--- src/rtl/rphp_pkg.sv ---
`timescale 1ns / 1ps
// ----------------------------------------------------------------------------
// Radio packet header parser package
// Shared widths, codes, configuration and result types, and the helper
// functions that decode a prefix word.
// ----------------------------------------------------------------------------
package rphp_pkg;

  localparam int WordW    = 32;
  localparam int BufW     = 18;
  localparam int SizeW    = 16;
  localparam int ValueW   = 64;
  localparam int HbytesW  = 5;
  localparam int PosW     = 3;
  localparam int CfgIdxW  = 2;
  localparam int CfgDataW = 16;

  localparam logic [SizeW-1:0] MaxWordsReset = 16'hFFFF;

  typedef enum logic [2:0] {
    StOk        = 3'd0,
    StBufUnder4 = 3'd1,
    StBadSize   = 3'd2,
    StBufShort  = 3'd3,
    StOverrun   = 3'd4
  } status_e;

  typedef enum logic [2:0] {
    KindPrefix   = 3'd0,
    KindStream   = 3'd1,
    KindClass    = 3'd2,
    KindIntTime  = 3'd3,
    KindFracTime = 3'd4
  } kind_e;

  typedef enum logic [CfgIdxW-1:0] {
    CfgByteOrder = 2'd0,
    CfgMaxWords  = 2'd1
  } cfg_idx_e;

  typedef struct packed {
    logic             byte_order;
    logic [SizeW-1:0] max_words;
  } cfg_t;

  typedef struct packed {
    logic [WordW-1:0] prefix;
    logic [PosW-1:0]  pos;
    logic             active;
    logic [WordW-1:0] half;
  } hdr_state_t;

  typedef struct packed {
    status_e             status;
    kind_e               kind;
    logic [3:0]          packet_type;
    logic                class_id_present;
    logic                trailer_present;
    logic [1:0]          tsi_kind;
    logic [1:0]          tsf_kind;
    logic [3:0]          packet_count;
    logic [SizeW-1:0]    packet_size;
    logic [ValueW-1:0]   field_value;
    logic [HbytesW-1:0]  header_bytes;
    logic                last;
  } result_t;

  // Reverses the four bytes of a word.
  function automatic logic [WordW-1:0] swap_bytes(input logic [WordW-1:0] w);
    swap_bytes = {w[7:0], w[15:8], w[23:16], w[31:24]};
  endfunction

  // Stream ID is carried by packet types 1, 3, 4 and 5.
  function automatic logic has_stream(input logic [3:0] ptype);
    has_stream = (ptype == 4'd1) || (ptype == 4'd3) || (ptype == 4'd4) ||
                 (ptype == 4'd5);
  endfunction

endpackage

--- src/rtl/rphp_decode.sv ---
`timescale 1ns / 1ps
// ----------------------------------------------------------------------------
// Header word decoder
// Combinational decode of one packet word against the header state: prefix
// checks, field assembly, and the next header state.
// ----------------------------------------------------------------------------
module rphp_decode (
  input  logic [rphp_pkg::WordW-1:0] raw_word_i,
  input  logic                       first_i,
  input  logic [rphp_pkg::BufW-1:0]  buffer_bytes_i,
  input  rphp_pkg::cfg_t             cfg_i,
  input  rphp_pkg::hdr_state_t       state_i,
  output logic                       has_result_o,
  output rphp_pkg::result_t          result_o,
  output rphp_pkg::hdr_state_t       state_o
);
  import rphp_pkg::*;

  logic [WordW-1:0] w;
  logic [WordW-1:0] pfx;
  logic [3:0]       n_s, n_c, n_t, n_f;
  logic [3:0]       end_s, end_c, end_t, total;
  logic [PosW-1:0]  pos_n;
  logic [3:0]       p4;
  logic             last_n;
  status_e          status;

  assign w   = cfg_i.byte_order ? swap_bytes(raw_word_i) : raw_word_i;
  assign pfx = first_i ? w : state_i.prefix;

  // Word counts of the optional fields and their running end positions.
  assign n_s   = {3'b000, has_stream(pfx[31:28])};
  assign n_c   = pfx[27] ? 4'd2 : 4'd0;
  assign n_t   = (pfx[23:22] != 2'b00) ? 4'd1 : 4'd0;
  assign n_f   = (pfx[21:20] != 2'b00) ? 4'd2 : 4'd0;
  assign end_s = n_s;
  assign end_c = end_s + n_c;
  assign end_t = end_c + n_t;
  assign total = end_t + n_f + 4'd1;

  assign pos_n  = state_i.pos + 3'd1;
  assign p4     = {1'b0, pos_n};
  assign last_n = (p4 + 4'd1) >= total;

  always_comb begin
    if (buffer_bytes_i < BufW'(4)) begin
      status = StBufUnder4;
    end else if ((w[15:0] == '0) || (w[15:0] > cfg_i.max_words)) begin
      status = StBadSize;
    end else if (buffer_bytes_i < {w[15:0], 2'b00}) begin
      status = StBufShort;
    end else if ({12'd0, total} > w[15:0]) begin
      status = StOverrun;
    end else begin
      status = StOk;
    end
  end

  always_comb begin
    has_result_o                 = 1'b0;
    state_o                      = state_i;
    result_o.status              = StOk;
    result_o.kind                = KindPrefix;
    result_o.packet_type         = pfx[31:28];
    result_o.class_id_present    = pfx[27];
    result_o.trailer_present     = (pfx[31:28] <= 4'd3) ? pfx[26] : 1'b0;
    result_o.tsi_kind            = pfx[23:22];
    result_o.tsf_kind            = pfx[21:20];
    result_o.packet_count        = pfx[19:16];
    result_o.packet_size         = pfx[15:0];
    result_o.field_value         = {32'd0, w};
    result_o.header_bytes        = {total[2:0], 2'b00};
    result_o.last                = last_n;

    if (first_i) begin
      has_result_o   = 1'b1;
      state_o.prefix = w;
      state_o.pos    = '0;
      result_o.status = status;
      if (status != StOk) begin
        state_o.active        = 1'b0;
        result_o.header_bytes = '0;
        result_o.last         = 1'b1;
      end else begin
        state_o.active = (total > 4'd1);
        result_o.last  = (total == 4'd1);
      end
    end else if (state_i.active) begin
      state_o.pos = pos_n;
      if (last_n) begin
        state_o.active = 1'b0;
      end
      if (p4 <= end_s) begin
        has_result_o  = 1'b1;
        result_o.kind = KindStream;
      end else if (p4 <= end_c) begin
        if (p4 == end_s + 4'd1) begin
          state_o.half = w;
        end else begin
          has_result_o         = 1'b1;
          result_o.kind        = KindClass;
          result_o.field_value = {8'd0, state_i.half[23:0], w};
        end
      end else if (p4 <= end_t) begin
        has_result_o  = 1'b1;
        result_o.kind = KindIntTime;
      end else begin
        if (p4 == end_t + 4'd1) begin
          state_o.half = w;
        end else begin
          has_result_o         = 1'b1;
          result_o.kind        = KindFracTime;
          result_o.field_value = cfg_i.byte_order ? {w, state_i.half}
                                                  : {state_i.half, w};
        end
      end
    end
  end

endmodule

--- src/rtl/rphp_out_reg.sv ---
`timescale 1ns / 1ps
// ----------------------------------------------------------------------------
// Result register
// Holds one decoded result until the receiver takes it.
// ----------------------------------------------------------------------------
module rphp_out_reg (
  input  logic              clk_i,
  input  logic              rst_ni,
  input  logic              load_i,
  input  rphp_pkg::result_t result_i,
  input  logic              out_stall_i,
  output logic              out_valid_o,
  output logic              busy_o,
  output rphp_pkg::result_t result_o
);
  import rphp_pkg::*;

  logic    valid_q, valid_d;
  result_t data_q;

  // The register can take a new result when empty or when it drains now.
  assign busy_o = valid_q && out_stall_i;

  always_comb begin
    valid_d = valid_q;
    if (load_i) begin
      valid_d = 1'b1;
    end else if (!out_stall_i) begin
      valid_d = 1'b0;
    end
  end

  always_ff @(posedge clk_i or negedge rst_ni) begin
    if (!rst_ni) begin
      valid_q <= 1'b0;
    end else begin
      valid_q <= valid_d;
    end
  end

  always_ff @(posedge clk_i) begin
    if (load_i) begin
      data_q <= result_i;
    end
  end

  assign out_valid_o = valid_q;
  assign result_o    = data_q;

endmodule

--- src/rtl/radio_packet_header_parser.sv ---
`timescale 1ns / 1ps
// ----------------------------------------------------------------------------
// Radio packet header parser
// Streams packet words and reports the decoded prefix and each optional
// header field as a tagged result.
// ----------------------------------------------------------------------------
// Usage:
// Packet words enter on the input channel (in_valid_i / in_stall_o), one word
// per accepted handshake. first_i marks the prefix word; buffer_bytes_i is
// sampled with it. The prefix always yields one result carrying its status;
// stream ID, class ID, integer and fractional time fields then yield one
// result each, the last one flagged by last_o. Payload words and words seen
// outside a header are consumed silently.
// Results leave on the output channel (out_valid_o / out_stall_i) from a
// single result register, loaded at the edge that accepts the word.
// Throughput is one word per cycle; the only limit is the result register,
// so in_stall_o is high only while a held result is stalled by the receiver.
// The configuration port (cfg_valid_i / cfg_ready_o) always accepts; index 0
// selects byte order, index 1 the maximum packet size in words. Write it only
// while the parser is idle.
// Reset clears the header state, empties the result register, and restores
// big-endian words and a maximum size of 65535 words.
// ----------------------------------------------------------------------------
module radio_packet_header_parser (
  input  logic                          clk_i,
  input  logic                          rst_ni,
  // Input word channel
  input  logic                          in_valid_i,
  output logic                          in_stall_o,
  input  logic [rphp_pkg::WordW-1:0]    raw_word_i,
  input  logic                          first_i,
  input  logic [rphp_pkg::BufW-1:0]     buffer_bytes_i,
  // Result channel
  output logic                          out_valid_o,
  input  logic                          out_stall_i,
  output logic [2:0]                    status_o,
  output logic [2:0]                    field_kind_o,
  output logic [3:0]                    packet_type_o,
  output logic                          class_id_present_o,
  output logic                          trailer_present_o,
  output logic [1:0]                    tsi_kind_o,
  output logic [1:0]                    tsf_kind_o,
  output logic [3:0]                    packet_count_o,
  output logic [rphp_pkg::SizeW-1:0]    packet_size_o,
  output logic [rphp_pkg::ValueW-1:0]   field_value_o,
  output logic [rphp_pkg::HbytesW-1:0]  header_bytes_o,
  output logic                          last_o,
  // Configuration write channel
  input  logic                          cfg_valid_i,
  output logic                          cfg_ready_o,
  input  logic [rphp_pkg::CfgIdxW-1:0]  cfg_index_i,
  input  logic [rphp_pkg::CfgDataW-1:0] cfg_data_i
);
  import rphp_pkg::*;

  cfg_t       cfg_q, cfg_d;
  hdr_state_t state_q, state_next;
  logic       accept;
  logic       has_result;
  logic       out_busy;
  result_t    result_new;
  result_t    result_out;

  // Configuration registers. Writes to unknown indexes are dropped.
  assign cfg_ready_o = 1'b1;

  always_comb begin
    cfg_d = cfg_q;
    if (cfg_valid_i) begin
      case (cfg_idx_e'(cfg_index_i))
        CfgByteOrder: cfg_d.byte_order = cfg_data_i[0];
        CfgMaxWords:  cfg_d.max_words  = cfg_data_i[SizeW-1:0];
        default:      cfg_d            = cfg_q;
      endcase
    end
  end

  always_ff @(posedge clk_i or negedge rst_ni) begin
    if (!rst_ni) begin
      cfg_q.byte_order <= 1'b0;
      cfg_q.max_words  <= MaxWordsReset;
    end else begin
      cfg_q <= cfg_d;
    end
  end

  // A word is taken whenever the result register can accept a result.
  assign in_stall_o = out_busy;
  assign accept     = in_valid_i && !out_busy;

  rphp_decode u_decode (
    .raw_word_i     (raw_word_i),
    .first_i        (first_i),
    .buffer_bytes_i (buffer_bytes_i),
    .cfg_i          (cfg_q),
    .state_i        (state_q),
    .has_result_o   (has_result),
    .result_o       (result_new),
    .state_o        (state_next)
  );

  // Header state advances with every accepted word.
  always_ff @(posedge clk_i or negedge rst_ni) begin
    if (!rst_ni) begin
      state_q <= '0;
    end else if (accept) begin
      state_q <= state_next;
    end
  end

  rphp_out_reg u_out_reg (
    .clk_i       (clk_i),
    .rst_ni      (rst_ni),
    .load_i      (accept && has_result),
    .result_i    (result_new),
    .out_stall_i (out_stall_i),
    .out_valid_o (out_valid_o),
    .busy_o      (out_busy),
    .result_o    (result_out)
  );

  assign status_o           = result_out.status;
  assign field_kind_o       = result_out.kind;
  assign packet_type_o      = result_out.packet_type;
  assign class_id_present_o = result_out.class_id_present;
  assign trailer_present_o  = result_out.trailer_present;
  assign tsi_kind_o         = result_out.tsi_kind;
  assign tsf_kind_o         = result_out.tsf_kind;
  assign packet_count_o     = result_out.packet_count;
  assign packet_size_o      = result_out.packet_size;
  assign field_value_o      = result_out.field_value;
  assign header_bytes_o     = result_out.header_bytes;
  assign last_o             = result_out.last;

  // An error result is always the final result of its packet.
  assert property (@(posedge clk_i) disable iff (!rst_ni)
    (out_valid_o && (status_o != StOk)) |-> last_o)
    else $error("error result without last");

  // An error result describes the prefix and reports no header length.
  assert property (@(posedge clk_i) disable iff (!rst_ni)
    (out_valid_o && (status_o != StOk)) |->
      ((field_kind_o == KindPrefix) && (header_bytes_o == '0)))
    else $error("error result with field kind or header length");

  // The input is held back only while a result waits in the register.
  assert property (@(posedge clk_i) disable iff (!rst_ni)
    in_stall_o |-> out_valid_o)
    else $error("input stalled with empty result register");

  // A rejected prefix leaves no header active.
  assert property (@(posedge clk_i) disable iff (!rst_ni)
    (accept && first_i && (result_new.status != StOk)) |=> !state_q.active)
    else $error("header active after a rejected prefix");

  // An accepted word that yields a result shows up on the output next cycle.
  assert property (@(posedge clk_i) disable iff (!rst_ni)
    (accept && has_result) |=> out_valid_o)
    else $error("result lost");

endmodule
--- config.mk ---
export PLATFORM = sky130hd
export DESIGN_NAME = radio_packet_header_parser
export DESIGN_NICKNAME = d
export VERILOG_FILES = /design/src/rtl/rphp_pkg.sv /design/src/rtl/rphp_decode.sv /design/src/rtl/rphp_out_reg.sv /design/src/rtl/radio_packet_header_parser.sv
export SDC_FILE = /design/constraint.sdc
export NUM_CORES = 1
export LEC_CHECK = 0
export BUFFER_PORTS_ARGS = -buffer_cell sky130_fd_sc_hd__buf_4
export CAP_MARGIN = 20
export CORE_ASPECT_RATIO = 0.75
export CORE_UTILIZATION = 50
export CTS_BUF_LIST = sky130_fd_sc_hd__clkbuf_4 sky130_fd_sc_hd__clkbuf_8
export DETAILED_ROUTE_END_ITERATION = 16
export PLACE_DENSITY = 0.86
export SETUP_SLACK_MARGIN = 0.15
export SLEW_MARGIN = 20
export SYNTH_ARGS = -nofsm -noshare
export SYNTH_HDL_FRONTEND = slang
export SYNTH_SLANG_ARGS = --single-unit
--- constraint.sdc ---
create_clock -name clk_i -period 9.5 [get_ports clk_i]
set_input_delay 0 -clock clk_i [delete_from_list [all_inputs] [get_ports clk_i]]
set_output_delay 0 -clock clk_i [all_outputs]
set_load 0.01 [all_outputs]
# Word-level counts from Yosys, hierarchy flattened
# Cells that the tools add are included.
totals:
  reg_bits: 192
  in_bits: 74
  out_inout_bits: 109
  word_cells: 120
op_classes:
  addsub: 8
  n_lt_le_gt_ge: 10
  eq_ne: 11
  muxes: 43
  bitwise: 3
  reduce_logical: 22
op_table:
  columns: ["cell", "count"]
  rows:
  - ["$mux W32", 10]
  - ["$mux W64", 4]
  - ["$mux W56", 1]
  - ["$mux W36", 1]
  - ["$mux W3", 7]
  - ["$lt A18 B18 Y1", 1]
  - ["$lt A18 B3 Y1 const B", 1]
  - ["$gt A16 B16 Y1", 1]
  - ["$gt A4 B16 Y1", 1]
  - ["$logic_not A16 Y1", 1]
  - ["$mux W1", 14]
  - ["$add A4 B1 Y4 const B", 2]
  - ["$add A4 B4 Y4", 2]
  - ["$eq A3 B4 Y1", 2]
  - ["$eq A4 B1 Y1 const B", 2]
  - ["$eq A4 B3 Y1 const B", 2]
  - ["$le A3 B4 Y1", 2]
  - ["$reduce_and A2 Y1", 4]
  - ["$reduce_bool A2 Y1", 4]
  - ["$reduce_and A7 Y1", 1]
  - ["$mux W2", 3]
  - ["$mux W6", 1]
  - ["$mux W5", 1]
  - ["$add A1 B4 Y4", 1]
  - ["other kinds (20)", 28]

# Depth between registers and ports, before layout
depth:
  ltp_word: 18
  depth_mapped: 18

# Cells and area by module
# From an unflattened synthesis, not the netlist that was laid out.
hier_totals:
  hier_cells: 890
  hier_area_um2: 10701.5
by_module_without_submodules:
  columns: ["mod", "n_inst", "cells_each", "area_per_inst_um2", "seq_area_each_um2"]
  rows:
  - ["rphp_decode", 1, 596, 4219.0, 0.0]
  - ["radio_packet_header_parser", 1, 185, 3260.6, 2147.1]
  - ["rphp_out_reg", 1, 109, 3221.8, 3208.1]

# Worst setup path before layout
# Ideal clock, no wire load.
synth_path:
  path_type: "flip-flop to flip-flop"
  start: "register cfg_q[16] in the netlist's numbering"
  end: "register u_out_reg.data_q, in the netlist u_out_reg.result_o[0] (enable)"
  setup_time_ns: 0.601
  arrival_ns: 8.512
  setup_slack_ns: 0.387
  stages_incl_launch_ff: 17
  n_path_buf: 3
  synth_period_minus_slack_ns: 9.113
  path_cell_list: "dfrtp_1 -> buf_4 -> buf_1 -> clkbuf_1 -> mux2i_1 -> a21oi_1 -> or2_2 -> ha_1 -> ha_1 -> inv_1 -> ha_1 -> nor2b_1 -> o21ai_0 -> a221oi_1 -> nand2_1 -> nand3_1 -> a21oi_1"
synth_lines:
  columns: ["item", "line", "rtl"]
  rows:
  - ["from (decl)", "radio_packet_header_parser.sv:56", "cfg_t cfg_q, cfg_d;"]
  - ["from (signal assigned)", "radio_packet_header_parser.sv:83", "cfg_q <= cfg_d;"]
  - ["to (signal assigned)", "rphp_out_reg.sv:43", "data_q <= result_i;"]
  - ["to (decl)", "rphp_out_reg.sv:19", "result_t data_q;"]

==> results.sh <==
export IMPL_fin_crit_ns=6.02
export IMPL_die_y_um=123
export IMPL_whs_ns=0.0890
export IMPL_required_ns=9.75
export IMPL_holdPathEnd="state_q[34]"
export IMPL_worst_slew_pin_slew_ns=0.884
export IMPL_r2r_slack_ns=3.48
export IMPL_fin_skew_ns=0.0209
export IMPL_final_common_cell="buf_4"
export IMPL_totalPowerFinal_mw=2.75
export IMPL_io_buffers=177
export IMPL_async_flop_share_pct=44.7
export IMPL_first_iter_violations=707
export IMPL_maxCapViolations=0
export IMPL_final_antenna_net_count=0
export IMPL_grt_max_degree=75
export IMPL_die_w_um=163
export IMPL_synth_cells=859
export IMPL_track_usage_pct=26.2
export IMPL_setup_viol=0
export IMPL_antenna_found_initial=2
export IMPL_ff2ff_path_depth=15
export IMPL_grt_overflow=0
export IMPL_endpoint_kind="flip-flop"
export IMPL_final_max_slew_viol_count=0
export IMPL_power_frac_seq_pct=43.9
export IMPL_timing_rr_end="u_out_reg.result_o[55]"
export IMPL_crit_fanout=63
export IMPL_cp_arrival_ns=6.27
export IMPL_netlist_area_um2=9720
export IMPL_min_period_over_period_pct=63.4
export IMPL_syn_area_per_cell_um2=11.3
export IMPL_p_sw_share_pct=36.0
export IMPL_fillers=1395
export IMPL_synth_top_flop_cell="edfxtp_1"
export IMPL_root_buffer="clkbuf_8"
export IMPL_vdd_drop_max_uv=122
export IMPL_power_net_switching_mw=0.989
export IMPL_clk_pin_slew_worst_paths_ns=0.11
export IMPL_multi_input_area_um2=4040
export IMPL_whs_path_depth=5
export IMPL_ff_latch_area_um2=5250
export IMPL_leakagePower_nw=5.55
export IMPL_num_vias=7599
export IMPL_p_per_area_nw_per_um2=225
export IMPL_internal_power_mw=1.76
export IMPL_finalWeightedCongestion=0.900
export IMPL_synth_seq_cells=188
export IMPL_p_clk_share_pct=20.1
export IMPL_fmax_ghz=0.166
export IMPL_hold_path_class="in -> reg"
export IMPL_final_nets=1206
export IMPL_final_cell_mix="189 x buf_4, 117 x nor2_1, 107 x a21oi_1"
export IMPL_critPathKind="reg -> reg"
export IMPL_finalHoldViolations=0
export IMPL_ys_types=54
export IMPL_core_rowCount=43
export IMPL_die_area_um2=20000
export IMPL_vias_per_cell=5.66
export IMPL_start_util_pct=51.8
export IMPL_ys_seq_area_share_pct=54.0
export IMPL_grt_pass1_vias=7336
export IMPL_holdCritStartpoint="out_stall_i"
export IMPL_num_io_pins=183
export IMPL_wl_per_cell_um=19.1
export IMPL_drive_gt1_share_pct=26.2
export IMPL_slew_headroom_pct=40.9
export IMPL_htree_levels=4
export IMPL_cts_sinks=188
export IMPL_tns_ns=0
export IMPL_drc=0
export IMPL_post_cts_buffers=0
export IMPL_dr_pass1_iters=5
export IMPL_status="completed"
export IMPL_grt_pass1_wl_um=39300
export IMPL_clk_latency_ns=0.48
export IMPL_timing_rr_start="cfg_q[16]"
export IMPL_core_area_um2=18800
export IMPL_dp_hpwl_um=18000
export IMPL_numCtsBuffers=17
export IMPL_yosysWarningCount=0
export IMPL_start_kind="flip-flop"
export IMPL_rsz0062_at_grt="no"
export IMPL_clockBufferDepth=2
export IMPL_combPwrFrac_pct=36.0
export IMPL_syn_to_final_growth_pct=25.9
export IMPL_synth_edff_count=104
export IMPL_tritoncts="built"
export IMPL_wl_um=25600
metal layers:
layer	GRT usage, %	share of wire (%)	vias up
met5	0	0	-
met4	6.54	1.3	0
met3	6.18	9.4	31
met2	39.5	44	381
met1	38.3	45	3653
li1	-	-	3534
registers in the layout, indices dropped and copies added (netlist names):
name / flops
cfg_q: 17
u_out_reg.out_valid_o: 1
u_out_reg.result_o: 104
state_q: 66
power by group through the flow:
stage          clock network (mW)  registers [mW]  logic, mW
2_1_floorplan                   0            1.24      0.585
3_3_place_gp                    0            1.22      0.913
3_5_place_dp                    0            1.22      0.954
4_1_cts                     0.558            1.21      0.982
5_1_grt                     0.591            1.23       1.09
6_report                    0.551            1.21      0.990
worst max-delay path, cell delays in order, from the launching register on:
cell      delay, ns
dfrtp_4        0.95
buf_4          0.60
mux2i_1        0.44
a21oi_1        0.16
mux2i_1        0.42
nor2_1         0.12
ha_1           0.49
inv_1          0.18
fa_1           0.50
xnor2_1        0.14
nor4_1         0.34
nand3b_1       0.17
buf_4          0.55
o32ai_2        0.20
buf_4          0.28
a22o_1         0.22
per-stage QoR:
stage / setup slack (ns) / std cells / utilization [%] / area [µm²]
after floorplan: 0.387 / 860 / - / 9720
after global placement: 3.73 / 1253 / 60.0 / 11300
after detailed placement: 3.61 / 1253 / 60.0 / 11300
after CTS: 3.59 / 1340 / 65.2 / 12200
after global routing: 3.15 / 1341 / 65.2 / 12200
final: 3.48 / 1342 / 65.2 / 12200
final cells by class:
class                   instances  share of cell area, %
clock buffers                  18                   2.02
repair buffers                244                   16.1
clock inverters                14                   1.38
inverters                      67                   2.05
diodes                          2                 0.0409
multi-input cells             562                   33.0
well taps                     247                   2.52
flip-flops and latches        188                   42.9
how the worst max path moves through the flow:
stage	startpoint	end	slack, ns	cells after the start
after global placement	cfg_q[16]	u_out_reg.result_o[46]	3.73	15
after global routing	cfg_q[16]	u_out_reg.result_o[53]	3.15	15
final	cfg_q[16]	u_out_reg.result_o[55]	3.48	15
after floorplan	cfg_q[16]	u_out_reg.result_o[0]	0.39	16
after CTS	cfg_q[16]	u_out_reg.result_o[39]	3.59	15
after detailed placement	cfg_q[16]	u_out_reg.result_o[46]	3.61	15
cells in the mapped netlist (2+ instances only):
cell      count  area share, %
a21o_1        9           0.70
nor3_1        9           0.46
nand2_1      18           0.70
a22o_1       25            2.3
nand2b_1      3           0.19
nand3b_1      2           0.15
ha_1         50            6.4
a211oi_1      3           0.23
or2_2         3           0.19
o21a_1        4           0.31
edfxtp_1    104             32
o32ai_1       4           0.36
mux2i_1      85            8.8
o21ai_0      11           0.57
fa_1          2           0.41
o211ai_1      3           0.23
o31ai_1       2           0.15
mux2_2       36            4.2
and2_1        2           0.13
a211o_1       3           0.27
xnor2_1       5           0.45
nand4_1       9           0.58
nor4_1        9           0.58
clkbuf_1     24           0.93
buf_4         8           0.62
buf_6         2           0.23
and3_1        2           0.13
conb_1        2          0.077
buf_1         4           0.15
dfrtp_1      68             18
a31oi_1       2           0.13
a221oi_1      2           0.18
nand3_1       8           0.41
buf_2         5           0.26
dfstp_2      16            4.3
nor2b_1       7           0.45
nor2_1      118            4.6
inv_1        67            2.6
a21oi_1     108            5.6
repair_timing:
item	in CTS	in global routing
hold buffers	55	0
resized for setup	0	0
hold endpoints to repair	125	0
cell families after synthesis:
logic type / synth area share [%]
AO/OA/AOI/OAI: 11.9
XOR/XNOR: 0.541
adder cells (fa/ha/maj): 6.85
buffers and inverters: 4.78
flip-flops: 54.0
multiplexers: 12.9
other: 0.0773
AND/OR/NAND/NOR: 9.01
No activity file was read; power rests on OpenSTA's default activity.
